## config.mk

```make
export PLATFORM = sky130hd
export DESIGN_NAME = signed_int_to_decimal_ascii
export DESIGN_NICKNAME = d
export VERILOG_FILES = /design/src/hw/rtl/sitda_pkg.sv /design/src/hw/rtl/signed_int_to_decimal_ascii.sv
export VERILOG_INCLUDE_DIRS = /design/src /design/src/hw/rtl
export SDC_FILE = /design/constraint.sdc
export NUM_CORES = 1
export LEC_CHECK = 0
export BUFFER_PORTS_ARGS = -buffer_cell sky130_fd_sc_hd__clkbuf_2
export CORE_MARGIN = 1.5
export CORE_UTILIZATION = 45
export CTS_CLUSTER_SIZE = 30
export DETAILED_ROUTE_END_ITERATION = 10
export GPL_TIMING_DRIVEN = 0
export MAX_ROUTING_LAYER = met4
export SYNTH_ARGS = -nofsm -noshare
export SYNTH_HDL_FRONTEND = slang
export SYNTH_SLANG_ARGS = --single-unit
```

## constraint.sdc

```tcl
create_clock -name clk -period 5.56 [get_ports clk]
set_clock_uncertainty 0.05 [all_clocks]
set_input_delay 1.112 -clock clk [delete_from_list [all_inputs] [get_ports clk]]
set_output_delay 1.112 -clock clk [all_outputs]
set_load 0.005 [all_outputs]
```

## src/hw/rtl/signed_int_to_decimal_ascii_macros.svh

```systemverilog
// Assertion helpers shared by the RTL of the decimal text converter.
// Each helper compiles to nothing when NO_ASSERTIONS is defined.
`ifndef SIGNED_INT_TO_DECIMAL_ASCII_MACROS_SVH
`define SIGNED_INT_TO_DECIMAL_ASCII_MACROS_SVH

`ifndef NO_ASSERTIONS
// The consequent must hold in the same cycle as the antecedent.
`define SITDA_ASSERT_SAME(lbl, clk, rst_n, ante, cons) \
    lbl: assert property (@(posedge clk) disable iff (!rst_n) (ante) |-> (cons)) \
        else $error("assertion failed");
// The consequent must hold in the cycle after the antecedent.
`define SITDA_ASSERT_NEXT(lbl, clk, rst_n, ante, cons) \
    lbl: assert property (@(posedge clk) disable iff (!rst_n) (ante) |=> (cons)) \
        else $error("assertion failed");
`else
`define SITDA_ASSERT_SAME(lbl, clk, rst_n, ante, cons)
`define SITDA_ASSERT_NEXT(lbl, clk, rst_n, ante, cons)
`endif

`endif

```

## src/hw/rtl/sitda_pkg.sv

```systemverilog
`timescale 1ns / 1ps

package sitda_pkg;

    localparam int CHAR_BITS      = 8;
    localparam int DIGIT_BITS     = 4;
    // Binary bits consumed by each shift-and-correct stage.
    localparam int BITS_PER_STAGE = 4;

    localparam logic [CHAR_BITS-1:0]  ASCII_ZERO  = 8'd48;
    localparam logic [CHAR_BITS-1:0]  ASCII_MINUS = 8'd45;
    localparam logic [DIGIT_BITS-1:0] DIGIT_FIVE  = 4'd5;
    localparam logic [DIGIT_BITS-1:0] DIGIT_THREE = 4'd3;
    localparam logic [DIGIT_BITS-1:0] DIGIT_NINE  = 4'd9;

endpackage

```

## src/hw/rtl/signed_int_to_decimal_ascii.sv

```systemverilog
// Path: a value passes from its accepted transaction through the magnitude stage, the
// conversion stages and the leading digit stage into the character output register.
// Throughput: one character per cycle while text_ready is high; a value has 1 to 11
// characters at 32 bits, all sent through the single character output register.
// Reset: rst_n clears every valid bit asynchronously; no clearing pass is needed.
`timescale 1ns / 1ps
`include "signed_int_to_decimal_ascii_macros.svh"

module signed_int_to_decimal_ascii #(
    parameter int VALUE_BITS = 32
) (
    input  logic                           clk,
    input  logic                           rst_n,
    input  logic                           value_valid,
    output logic                           value_ready,
    input  logic signed [VALUE_BITS-1:0]   value,
    output logic                           text_valid,
    input  logic                           text_ready,
    output logic [sitda_pkg::CHAR_BITS-1:0] character,
    output logic                           last
);
    import sitda_pkg::*;

    // Decimal digits enough for any VALUE_BITS-bit magnitude (log10(2) rounded up).
    localparam int NDIG = (VALUE_BITS * 302) / 1000 + 1;
    localparam int BCDW = NDIG * DIGIT_BITS;
    localparam int IDXW = $clog2(NDIG);
    // Shift-and-add-three stages, each handling BITS_PER_STAGE binary bits.
    localparam int NSTG = (VALUE_BITS + BITS_PER_STAGE - 1) / BITS_PER_STAGE;
    // Pipeline registers: magnitude stage, conversion stages, leading digit stage.
    localparam int NP   = NSTG + 2;

    typedef struct packed {
        logic                  neg;
        logic [BCDW-1:0]       bcd;
        logic [VALUE_BITS-1:0] bin;
    } stg_t;

    // One block of the double-dabble conversion. Each binary bit first corrects
    // every decimal digit of five or more by three, then shifts the whole
    // BCD:binary word one place left. Bits beyond VALUE_BITS are skipped, so the
    // final stage may consume fewer bits than the others.
    function automatic stg_t dabble(stg_t a, int s);
        stg_t                  r;
        logic [DIGIT_BITS-1:0] dig;
        r = a;
        for (int j = 0; j < BITS_PER_STAGE; j++) begin
            if (s * BITS_PER_STAGE + j < VALUE_BITS) begin
                for (int d = 0; d < NDIG; d++) begin
                    dig = r.bcd[d*DIGIT_BITS +: DIGIT_BITS];
                    if (dig >= DIGIT_FIVE) begin
                        dig = dig + DIGIT_THREE;
                    end
                    r.bcd[d*DIGIT_BITS +: DIGIT_BITS] = dig;
                end
                r.bcd = {r.bcd[BCDW-2:0], r.bin[VALUE_BITS-1]};
                r.bin = {r.bin[VALUE_BITS-2:0], 1'b0};
            end
        end
        return r;
    endfunction

    // True when every packed digit is a legal decimal digit.
    function automatic logic bcd_ok(logic [BCDW-1:0] b);
        logic ok;
        ok = 1'b1;
        for (int d = 0; d < NDIG; d++) begin
            if (b[d*DIGIT_BITS +: DIGIT_BITS] > DIGIT_NINE) begin
                ok = 1'b0;
            end
        end
        return ok;
    endfunction

    logic [VALUE_BITS-1:0] val_u;
    logic [VALUE_BITS-1:0] mag;

    stg_t                  stg_reg  [NP];
    stg_t                  stg_next [NP];
    logic [NP-1:0]         stg_vld_reg;
    logic [NP-1:0]         free;

    logic [IDXW-1:0]       msd_reg;
    logic [IDXW-1:0]       msd_next;

    logic                  ser_vld_reg;
    logic                  ser_vld_next;
    logic                  ser_neg_reg;
    logic                  ser_neg_next;
    logic [IDXW-1:0]       ser_idx_reg;
    logic [IDXW-1:0]       ser_idx_next;
    logic [BCDW-1:0]       ser_bcd_reg;
    logic [DIGIT_BITS-1:0] ser_digit;
    logic                  ser_ready;
    logic                  ser_load;

    // The magnitude is taken as an unsigned number, so the most negative value
    // converts to its true magnitude rather than overflowing.
    assign val_u = value;
    assign mag   = val_u[VALUE_BITS-1] ? (~val_u + VALUE_BITS'(1)) : val_u;

    // Stage data. The leading digit stage passes the conversion through and
    // locates the most significant non-zero digit alongside it.
    always_comb
    begin
        stg_next[0].neg = val_u[VALUE_BITS-1];
        stg_next[0].bcd = '0;
        stg_next[0].bin = mag;
        for (int p = 1; p <= NSTG; p++) begin
            stg_next[p] = dabble(stg_reg[p-1], p - 1);
        end
        stg_next[NP-1] = stg_reg[NP-2];
    end

    always_comb
    begin
        msd_next = '0;
        for (int d = 1; d < NDIG; d++) begin
            if (stg_reg[NP-2].bcd[d*DIGIT_BITS +: DIGIT_BITS] != '0) begin
                msd_next = IDXW'(d);
            end
        end
    end

    // A stage may load when it is empty or when its own transaction moves on in
    // the same cycle, so a stall holds every stage without losing anything.
    always_comb
    begin
        free[NP-1] = !stg_vld_reg[NP-1] || ser_ready;
        for (int p = NP - 2; p >= 0; p--) begin
            free[p] = !stg_vld_reg[p] || free[p+1];
        end
    end

    assign value_ready = free[0];

    always_ff @(posedge clk or negedge rst_n)
    begin
        if (!rst_n) begin
            stg_vld_reg <= '0;
        end
        else begin
            if (free[0]) begin
                stg_vld_reg[0] <= value_valid;
            end
            for (int p = 1; p < NP; p++) begin
                if (free[p]) begin
                    stg_vld_reg[p] <= stg_vld_reg[p-1];
                end
            end
        end
    end

    always_ff @(posedge clk)
    begin
        for (int p = 0; p < NP; p++) begin
            if (free[p]) begin
                stg_reg[p] <= stg_next[p];
            end
        end
        if (free[NP-1]) begin
            msd_reg <= msd_next;
        end
    end

    // Character serialiser. It holds one converted value and walks it out: the
    // minus sign first when the value is negative, then the digits from the most
    // significant non-zero one down to the units. It takes the next value in the
    // very cycle that its final character is accepted.
    assign ser_digit  = ser_bcd_reg[ser_idx_reg*DIGIT_BITS +: DIGIT_BITS];
    assign text_valid = ser_vld_reg;
    assign character  = ser_neg_reg ? ASCII_MINUS
                      : ASCII_ZERO + {{(CHAR_BITS-DIGIT_BITS){1'b0}}, ser_digit};
    assign last       = !ser_neg_reg && (ser_idx_reg == '0);

    assign ser_ready  = !ser_vld_reg || (text_ready && last);
    assign ser_load   = stg_vld_reg[NP-1] && ser_ready;

    always_comb
    begin
        ser_vld_next = ser_vld_reg;
        ser_neg_next = ser_neg_reg;
        ser_idx_next = ser_idx_reg;
        if (ser_load) begin
            ser_vld_next = 1'b1;
            ser_neg_next = stg_reg[NP-1].neg;
            ser_idx_next = msd_reg;
        end
        else if (ser_vld_reg && text_ready) begin
            if (ser_neg_reg) begin
                ser_neg_next = 1'b0;
            end
            else if (ser_idx_reg == '0) begin
                ser_vld_next = 1'b0;
            end
            else begin
                ser_idx_next = ser_idx_reg - IDXW'(1);
            end
        end
    end

    always_ff @(posedge clk or negedge rst_n)
    begin
        if (!rst_n) begin
            ser_vld_reg <= 1'b0;
            ser_neg_reg <= 1'b0;
            ser_idx_reg <= '0;
        end
        else begin
            ser_vld_reg <= ser_vld_next;
            ser_neg_reg <= ser_neg_next;
            ser_idx_reg <= ser_idx_next;
        end
    end

    always_ff @(posedge clk)
    begin
        if (ser_load) begin
            ser_bcd_reg <= stg_reg[NP-1].bcd;
        end
    end

    // An accepted transaction always lands in the magnitude stage.
    `SITDA_ASSERT_NEXT(a_input_lands, clk, rst_n, value_valid && value_ready, stg_vld_reg[0])
    // The conversion never leaves a digit outside zero to nine.
    `SITDA_ASSERT_SAME(a_bcd_legal, clk, rst_n, stg_vld_reg[NP-1], bcd_ok(stg_reg[NP-1].bcd))
    // A freshly loaded value starts at a non-zero digit unless it is zero itself.
    `SITDA_ASSERT_NEXT(a_no_leading_zero, clk, rst_n, ser_load,
        (ser_idx_reg == '0) || (ser_digit != '0))
    // The digit pointer stays within the converted digits.
    `SITDA_ASSERT_SAME(a_idx_range, clk, rst_n, ser_vld_reg,
        ser_idx_reg <= IDXW'(NDIG - 1))

endmodule

```

==> results of run 1 <==
[cells in the mapped netlist, drive strengths merged (7+ instances only)]
cell type    n  area, µm²
o31ai       24        180
o32a         7       70.1
o221ai      14        123
o32ai       15        154
inv        213        800
mux4         8        180
mux2i       76        772
nor3b       46        345
a21boi      10       78.8
a21oi      308       1670
clkbuf      82        309
a221oi      14        123
a22oi       18        135
a21o        27        203
o21ai      332       1680
o211ai      22        175
o22ai       30        194
nand2b      72        450
nand2      246        923
nand3       64        320
buf         13       76.3
and2        16        100
a31o        14        123
o21a        28        210
xnor2      155       1410
and3        10       62.6
nor2b       45        282
mux2        69        777
nor4        14       87.6
a211oi      33        258
dfrtp       16        400
o21bai      18        135
a22o        11       96.3
or2         15       93.9
a31oi       90        582
nor3        49        245
edfxtp     423      12700
nor2       273       1020
or4         12       90.1
ha         146       1830
xor2        35        325
[cell families after synthesis]
family,count (synthesis),share of synthesized area
buf+inv,309,0.0389
other cells,2,0.000246
fa+ha+maj,148,0.0604
xor+xnor,190,0.0567
mux,153,0.0565
simple gates,882,0.137
flops,439,0.428
compound gates,1082,0.222
[metrics by stage]
step,TNS (ns),total power (µW),util,std cells
6_report,0,12700,0.502,4219
5_1_grt,0,13600,0.502,4219
4_1_cts,0,12800,0.502,4220
3_5_place_dp,-1.40,9220,0.475,4126
3_3_place_gp,-30.37,8970,0.474,4122
2_1_floorplan,0,8290,-,3206
[report_power, final]
group          leakage, µW  switching [µW]  internal, µW
sequential         0.00398             136          4190
clock             0.000857            1320          2160
combinational      0.00748            2890          1970
[routing by layer]
| layer | vias up | track usage |
|---|---|---|
| met4 | 0 | 0.0495 |
| met2 | 458 | 0.309 |
| met1 | 11200 | 0.189 |
| li1 | 12200 | - |
| met3 | 89 | 0.0212 |
| met5 | - | - |
[timing repair]
action,4_1_cts,5_1_grt
setup endpoints to repair,35,1
buffers inserted,1,0
gates resized for setup,4,0
pin swaps,2,0
cloned,2,0
[final cells by class]
class | instances | share of cell area
multi-input cells | 2460 | 0.484
flip-flops and latches | 439 | 0.388
clock buffers | 56 | 0.0386
well taps | 873 | 0.0323
inverters | 214 | 0.0238
clock inverters | 35 | 0.0137
plain buffers | 94 | 0.0113
repair buffers | 48 | 0.00866
[how the worst min path moves through the flow]
stage / from / endpoint / slack (ns)
finish: stg_reg[0][19]$_DFFE_PP_ / stg_reg[1][23]$_DFFE_PP_ / 0.36
global placement: stg_reg[1][17]$_DFFE_PP_ / stg_reg[2][21]$_DFFE_PP_ / 0.35
detailed placement: stg_reg[9][46]$_DFFE_PP_ / ser_bcd_reg[14]$_DFFE_PP_ / 0.35
global route: stg_reg[0][26]$_DFFE_PP_ / stg_reg[1][30]$_DFFE_PP_ / 0.37
floorplan: stg_reg[9][32]$_DFFE_PP_ / ser_bcd_reg[0]$_DFFE_PP_ / 0.35
CTS: stg_reg[0][19]$_DFFE_PP_ / stg_reg[1][23]$_DFFE_PP_ / 0.36
==> PnR_summary.wiki, run 1 <==
{| class="wikitable"
! Metric !! Value
|-
| Largest stage delay, worst path || 0.54 ns
|-
| Path length in cells of the critical path || 13
|-
| Buffer depth of the longest clock path || 3
|-
| Vias || 23,900
|-
| Tightest Pin Transition || 0.908 ns
|-
| H-tree depth || 2
|-
| Ratio of cells with drive above 1 in the final layout || 0.0968
|-
| Setup crit start || ser_idx_reg[0]$_DFFE_PN0P_
|-
| Detailed placement HPWL || 42,300 µm
|-
| Power per standard cell area || 375 nW/µm²
|-
| Overall overflow remaining after global route || 0
|-
| Final Hold Slack || 0.359 ns
|-
| Hold-fix buffers, CTS || 0
|-
| DR iter-0 viols || 1,443
|-
| TritonRoute pass-1 iters || 6
|-
| Worst Setup Slack post-DPL || -0.368 ns
|-
| Number of maximum-capacitance violations || 0
|-
| Synth Warn # || 0
|-
| Outcome || complete, no violations
|-
| Post-route clock period utilization || 0.918
|-
| Maximum ir drop on the vdd rail || 201 µV
|-
| Slowest stage cell on the critical path || dfrtp_1
|-
| Clk Tree Root Cell || clkbuf_16
|-
| Worst flop-to-flop path startpoint || stg_reg[5][48]$_DFFE_PP_
|-
| CP endpoint kind || output port
|-
| Effective utilization at floorplan || 0.455
|-
| Slew margin rel. || 0.393
|-
| Number of antenna violations at the first check in global routing || 0
|-
| Final count of pins violating max slew || 0
|-
| Count of input and output buffers || 43
|-
| Main synth FF type || edfxtp_1
|-
| Core area || 67,300 µm²
|-
| Area used by multi-input combinational logic || 16,400 µm²
|-
| EDFF count, synth || 423
|-
| Instance count of the mapped netlist || 3,205
|-
| Critical Path Start Type || flop
|-
| Share of synthesized area occupied by flip-flops and latches || 0.428
|-
| Die Ht || 264 µm
|-
| Total wirelength of the detailed-routed design || 57,700 µm
|-
| Routed met3 length || 2210 µm
|-
| End of the critical path || value_ready
|-
| Uppermost metal layer occupied by signal nets || met4
|-
| Number of inserted diodes || 0
|-
| Average footprint of a synthesized cell || 9.54 µm²
|-
| Clock transition at path regs || 0.06 ns
|-
| Clk_lat worst skew || 0.59 ns
|-
| Number of design rule violations left after detail routing || 0
|-
| WP data required || 4.40 ns
|-
| Share of flip-flops with an asynchronous set or reset || 0.0364
|-
| Average routed wire per standard cell || 13.7 µm
|-
| Worst-case register-to-register setup slack || 1.39 ns
|-
| Crit path arrival time || 3.94 ns
|-
| Timing-limited maximum frequency || 196 MHz
|-
| Full die area || 69,500 µm²
|-
| RSZ-0062 raised after global routing || no
|-
| Pin count of the biggest net entering global routing || 47
|-
| Leakage power summed over all cells || 0.0123 µW
|-
| Global-route wire length before repair || 99,100 µm
|-
| Netlist area before placement || 30,600 µm²
|-
| Number of clock buffers inserted by TritonCTS || 50
|-
| Cell area after layout || 33,800 µm²
|-
| Commonest non-fill, non-tap cell in the layout || edfxtp_1
|-
| Clk sink count || 439
|-
| WP buf/inv || 5
|-
| Worst path setup slack after routing || 0.454 ns
|-
| Placed Instance Area || 32,000 µm²
|-
| WS Path Type || flop to output port
|-
| Post-DR vias/cell || 5.65
|-
| Top library cells by usage in the layout, fill and taps aside || 423 x edfxtp_1, 303 x o21ai_0, 279 x a21oi_1
|-
| Horizontal die dimension || 264 µm
|-
| Total routed wire length on the met1 layer || 24,500 µm
|-
| Flip-flop and latch count after synthesis || 439
|-
| Fill cell total of the finished layout || 6,088
|-
| Distinct cell type count of the synthesized netlist || 92
|-
| Antenna-violating nets left || 0
|-
| Final Net Count || 3,489
|-
| Min Tclk post-route || 5.11 ns
|-
| CTS tree || built
|-
| Largest delay contributor family on the critical path || simple AND/OR/NAND/NOR gates
|-
| Maximum net fanout on the critical path || 18
|-
| Path class of the lowest-slack min-delay path || flop to flop
|-
| Cell row count || 95
|-
| Worst R2R Path Depth || 13
|-
| Flip-flop count of the largest register, all copies and words added || 379
|-
| Cell Chain, Critical Path || clkbuf_2 -> inv_1 -> ha_1 -> nand2_1 -> o21ai_0 -> nor2_4 -> nand3_4 -> inv_1 -> and3_1 -> and3_1 -> nand4_1 -> buf_8 -> clkbuf_2
|-
| RD Place Congestion || 0.853
|-
| Destination of the worst register-to-register timing path || stg_reg[6][55]$_DFFE_PP_
|-
| Met2 wire len || 29,700 µm
|-
| I/O Pins || 47
|-
| Area used by sequential logic in the layout || 13,100 µm²
|-
| Number of global-route vias before repair || 22,500
|-
| GR Util All Layers || 0.168
|-
| Area growth from synthesis to final layout || 10.5%
|-
| Worst Hold Path Cells || 0
|-
| Final number of hold-violating endpoints || 0
|-
| Setup violators final || 0
|}
Note: power is estimated with default switching activity, not from simulation.
==> run 2, diff against run 1 <==
Settings changed: ABC_AREA from default to 1.
==> run 2 against run 1 <==
  * Design area is 1.8% lower
  * Wire length fell by 15%
  * Cell count increased by 13%
  * Setup slack worse by 0.11 ns
  * Register-to-register slack worse by 0.05 ns
  * Flip-flop and latch count unchanged
  * Highest routed layer unchanged
==> PnR_summary.wiki, run 2 <==
{| class="wikitable"
! Metric !! Value
|-
| Mux share of post-synthesis cell area || 0
|-
| Top library cells by usage in the layout, fill and taps aside || 1,263 x nand2_1, 622 x inv_1, 423 x edfxtp_1
|-
| Area contributors post-synth || edfxtp_1 42%, nand2_1 16%, inv_1 7.9%
|-
| Slew margin rel. || 0.171
|-
| Maximum net fanout on the critical path || 37
|-
| H-tree depth || 2
|-
| DR iter-0 viols || 788
|-
| Number of clock buffers inserted by TritonCTS || 50
|-
| Final count of pins violating max slew || 0
|-
| Clk Tree Root Cell || clkbuf_16
|-
| Number of inserted diodes || 0
|-
| Post-DR vias/cell || 4.76
|-
| Main synth FF type || edfxtp_1
|-
| Vias || 22,600
|-
| Number of global-route vias before repair || 20,900
|-
| Total routed wire length on the met1 layer || 21,700 µm
|-
| Number of design rule violations left after detail routing || 0
|-
| Area used by multi-input combinational logic || 14,500 µm²
|-
| Most area-hungry cell type in the Yosys netlist || edfxtp_1
|-
| Setup violators final || 0
|-
| Clk sink count || 439
|-
| Number of placed cells counting well taps || 4,656
|-
| Area share of the largest cell type after synthesis || 0.424
|-
| Fill cell total of the finished layout || 6,194
|-
| Worst-case register-to-register setup slack || 1.34 ns
|-
| Cell row count || 94
|-
| Global-route wire length before repair || 85,600 µm
|-
| Post-route clock period utilization || 0.938
|-
| Horizontal die dimension || 261 µm
|-
| RD Place Congestion || 0.844
|-
| Hold_sp || stg_reg[9][41]$_DFFE_PP_
|-
| Crit path arrival time || 4.05 ns
|-
| Distinct cell type count of the synthesized netlist || 53
|-
| Path class of the lowest-slack min-delay path || flop to flop
|-
| Worst Hold Path Cells || 0
|-
| Final number of hold-violating endpoints || 0
|-
| Clk_lat worst skew || 0.60 ns
|-
| Most repeated cell in the gate-level netlist after synthesis || nand2_1
|-
| Netlist area before placement || 29,900 µm²
|-
| Buffer depth of the longest clock path || 3
|-
| Synth Warn # || 0
|-
| Hold-critical path endpoint || ser_bcd_reg[9]$_DFFE_PP_
|-
| Clock transition at path regs || 0.06 ns
|-
| Timing-limited maximum frequency || 192 MHz
|-
| Pin count of the biggest net entering global routing || 50
|-
| Post-synthesis compound-gate area fraction || 0.0567
|-
| CP endpoint kind || output port
|-
| Die Ht || 261 µm
|-
| Share of flip-flops with an asynchronous set or reset || 0.0364
|-
| Number of antenna violations at the first check in global routing || 0
|-
| Main combinational cell family by area after synthesis || simple AND/OR/NAND/NOR gates
|-
| Adder and majority gate portion of the synthesized area || 0.0610
|-
| Non-filler instance count after layout || 4,760
|-
| Routed met3 length || 1120 µm
|-
| GR Util All Layers || 0.150
|-
| Worst flop-to-flop path startpoint || ser_idx_reg[1]$_DFFE_PN0P_
|-
| Placed Instance Area || 31,300 µm²
|-
| Cell area after layout || 33,200 µm²
|-
| Share of synthesized area occupied by flip-flops and latches || 0.438
|-
| WS Path Type || flop to output port
|-
| Core area || 65,700 µm²
|-
| Most frequent cells after synthesis || 1,264 x nand2_1, 628 x inv_1, 423 x edfxtp_1
|-
| Full die area || 68,100 µm²
|-
| Area used by sequential logic in the layout || 13,100 µm²
|-
| Destination of the worst register-to-register timing path || stg_reg[1][9]$_DFFE_PP_
|-
| Final Net Count || 4,038
|-
| Effective utilization at floorplan || 0.455
|-
| Overall overflow remaining after global route || 0
|-
| Min Tclk post-route || 5.22 ns
|-
| CTS tree || built
|-
| Antenna-violating nets left || 0
|-
| Largest stage delay, worst path || 0.47 ns
|-
| Slowest stage cell on the critical path || dfrtp_2
|-
| Ratio of cells with drive above 1 in the final layout || 0.121
|-
| Critical Path Start Type || flop
|-
| Number of maximum-capacitance violations || 0
|-
| Average footprint of a synthesized cell || 7.99 µm²
|-
| Worst R2R Path Depth || 18
|-
| Post-Synth XOR/XNOR Area || 0.0313
|-
| Simple logic cell fraction of the synthesized area || 0.331
|-
| Area growth from synthesis to final layout || 10.8%
|-
| Detailed placement HPWL || 37,100 µm
|-
| Outcome || complete, no violations
|-
| Instance count of the mapped netlist || 3,747
|-
| Met2 wire len || 24,800 µm
|-
| Total wirelength of the detailed-routed design || 49,000 µm
|-
| I/O Pins || 47
|-
| Average routed wire per standard cell || 10.3 µm
|-
| Flip-flop and latch count after synthesis || 439
|-
| EDFF count, synth || 423
|-
| TritonRoute pass-1 iters || 5
|-
| Tightest Pin Transition || 1.24 ns
|-
| Commonest non-fill, non-tap cell in the layout || nand2_1
|-
| Uppermost metal layer occupied by signal nets || met4
|-
| WP data required || 4.40 ns
|-
| Flip-flop count of the largest register, all copies and words added || 379
|-
| Count of input and output buffers || 43
|-
| Cell Chain, Critical Path || clkinv_2 -> ha_1 -> nand3_2 -> nor2_1 -> nand2_1 -> nand2_1 -> nor2_4 -> nand2_8 -> nor2_4 -> nand2_8 -> nor2_4 -> nand2_8 -> nor2_4 -> nand2_8 -> nor2_4 -> nand2_8 -> clkbuf_2
|}
-- run 2: cells by family (layout without fill, tap and decap cells) --
logic type,count (synthesis),in the layout
simple gates,2124,2128
buf+inv,654,798
flops,439,439
compound gates,281,281
fa+ha+maj,146,146
xor+xnor,101,101
other cells,2,3
-- run 2: per-stage QoR --
stage / worst slack, ns / TNS, ns / hold WS (ns) / util
finish: 0.344 / 0 / 0.363 / 0.505
global route: -0.00102 / -0.00102 / 0.369 / 0.505
CTS: 0.0700 / 0 / 0.362 / 0.503
detailed placement: -1.77 / -65.33 / 0.355 / 0.476
global placement: -1.63 / -52.05 / 0.351 / 0.475
floorplan: 0.135 / 0 / 0.350 / -
-- run 2: worst max path at each step --
stage,from,to,slack (ns),depth (start not counted)
after global routing,ser_idx_reg[1]$_DFFE_PN0P_,value_ready,-0.001,17
after floorplan,text_ready,value_ready,0.13,12
after CTS,ser_idx_reg[0]$_DFFE_PN0P_,value_ready,0.07,17
after global placement,ser_idx_reg[1]$_DFFE_PN0P_,value_ready,-1.63,18
after detailed placement,ser_idx_reg[1]$_DFFE_PN0P_,value_ready,-1.77,18
final,ser_idx_reg[1]$_DFFE_PN0P_,value_ready,0.34,17
-- run 2: worst max-delay path: cells and delay by family (launching register included) --
kind / cells / cell delay, ns
AND/OR/NAND/NOR: 14 / 2.39
adder cells (fa/ha/maj): 1 / 0.24
flip-flops: 1 / 0.47
buffers and inverters: 2 / 0.34
-- run 2: final cells by class --
class                   instances  area share
multi-input cells            2659       0.437
flip-flops and latches        439       0.395
inverters                     643      0.0729
clock buffers                  54      0.0385
well taps                     864      0.0326
clock inverters                38      0.0128
repair buffers                 54     0.00973
plain buffers                   9     0.00136
-- run 2: layer usage --
metal,vias to the layer above,global-route usage
met5,-,-
met3,79,0.0206
met1,9935,0.162
li1,12500,-
met2,133,0.280
met4,0,0.0512
-- run 2: timing repair --
item                                    in CTS  in global routing
hold buffers                                 0                  0
resized for setup                           14                  1
pin swaps                                    3                  7
endpoints found under the setup margin     106                  1
cloned                                       2                  2
setup buffers                                1                  8
Power of run 2 is left out: the tool's default activity adds up to more than one toggle a clock period on the data nets, which glitch-free logic cannot reach.
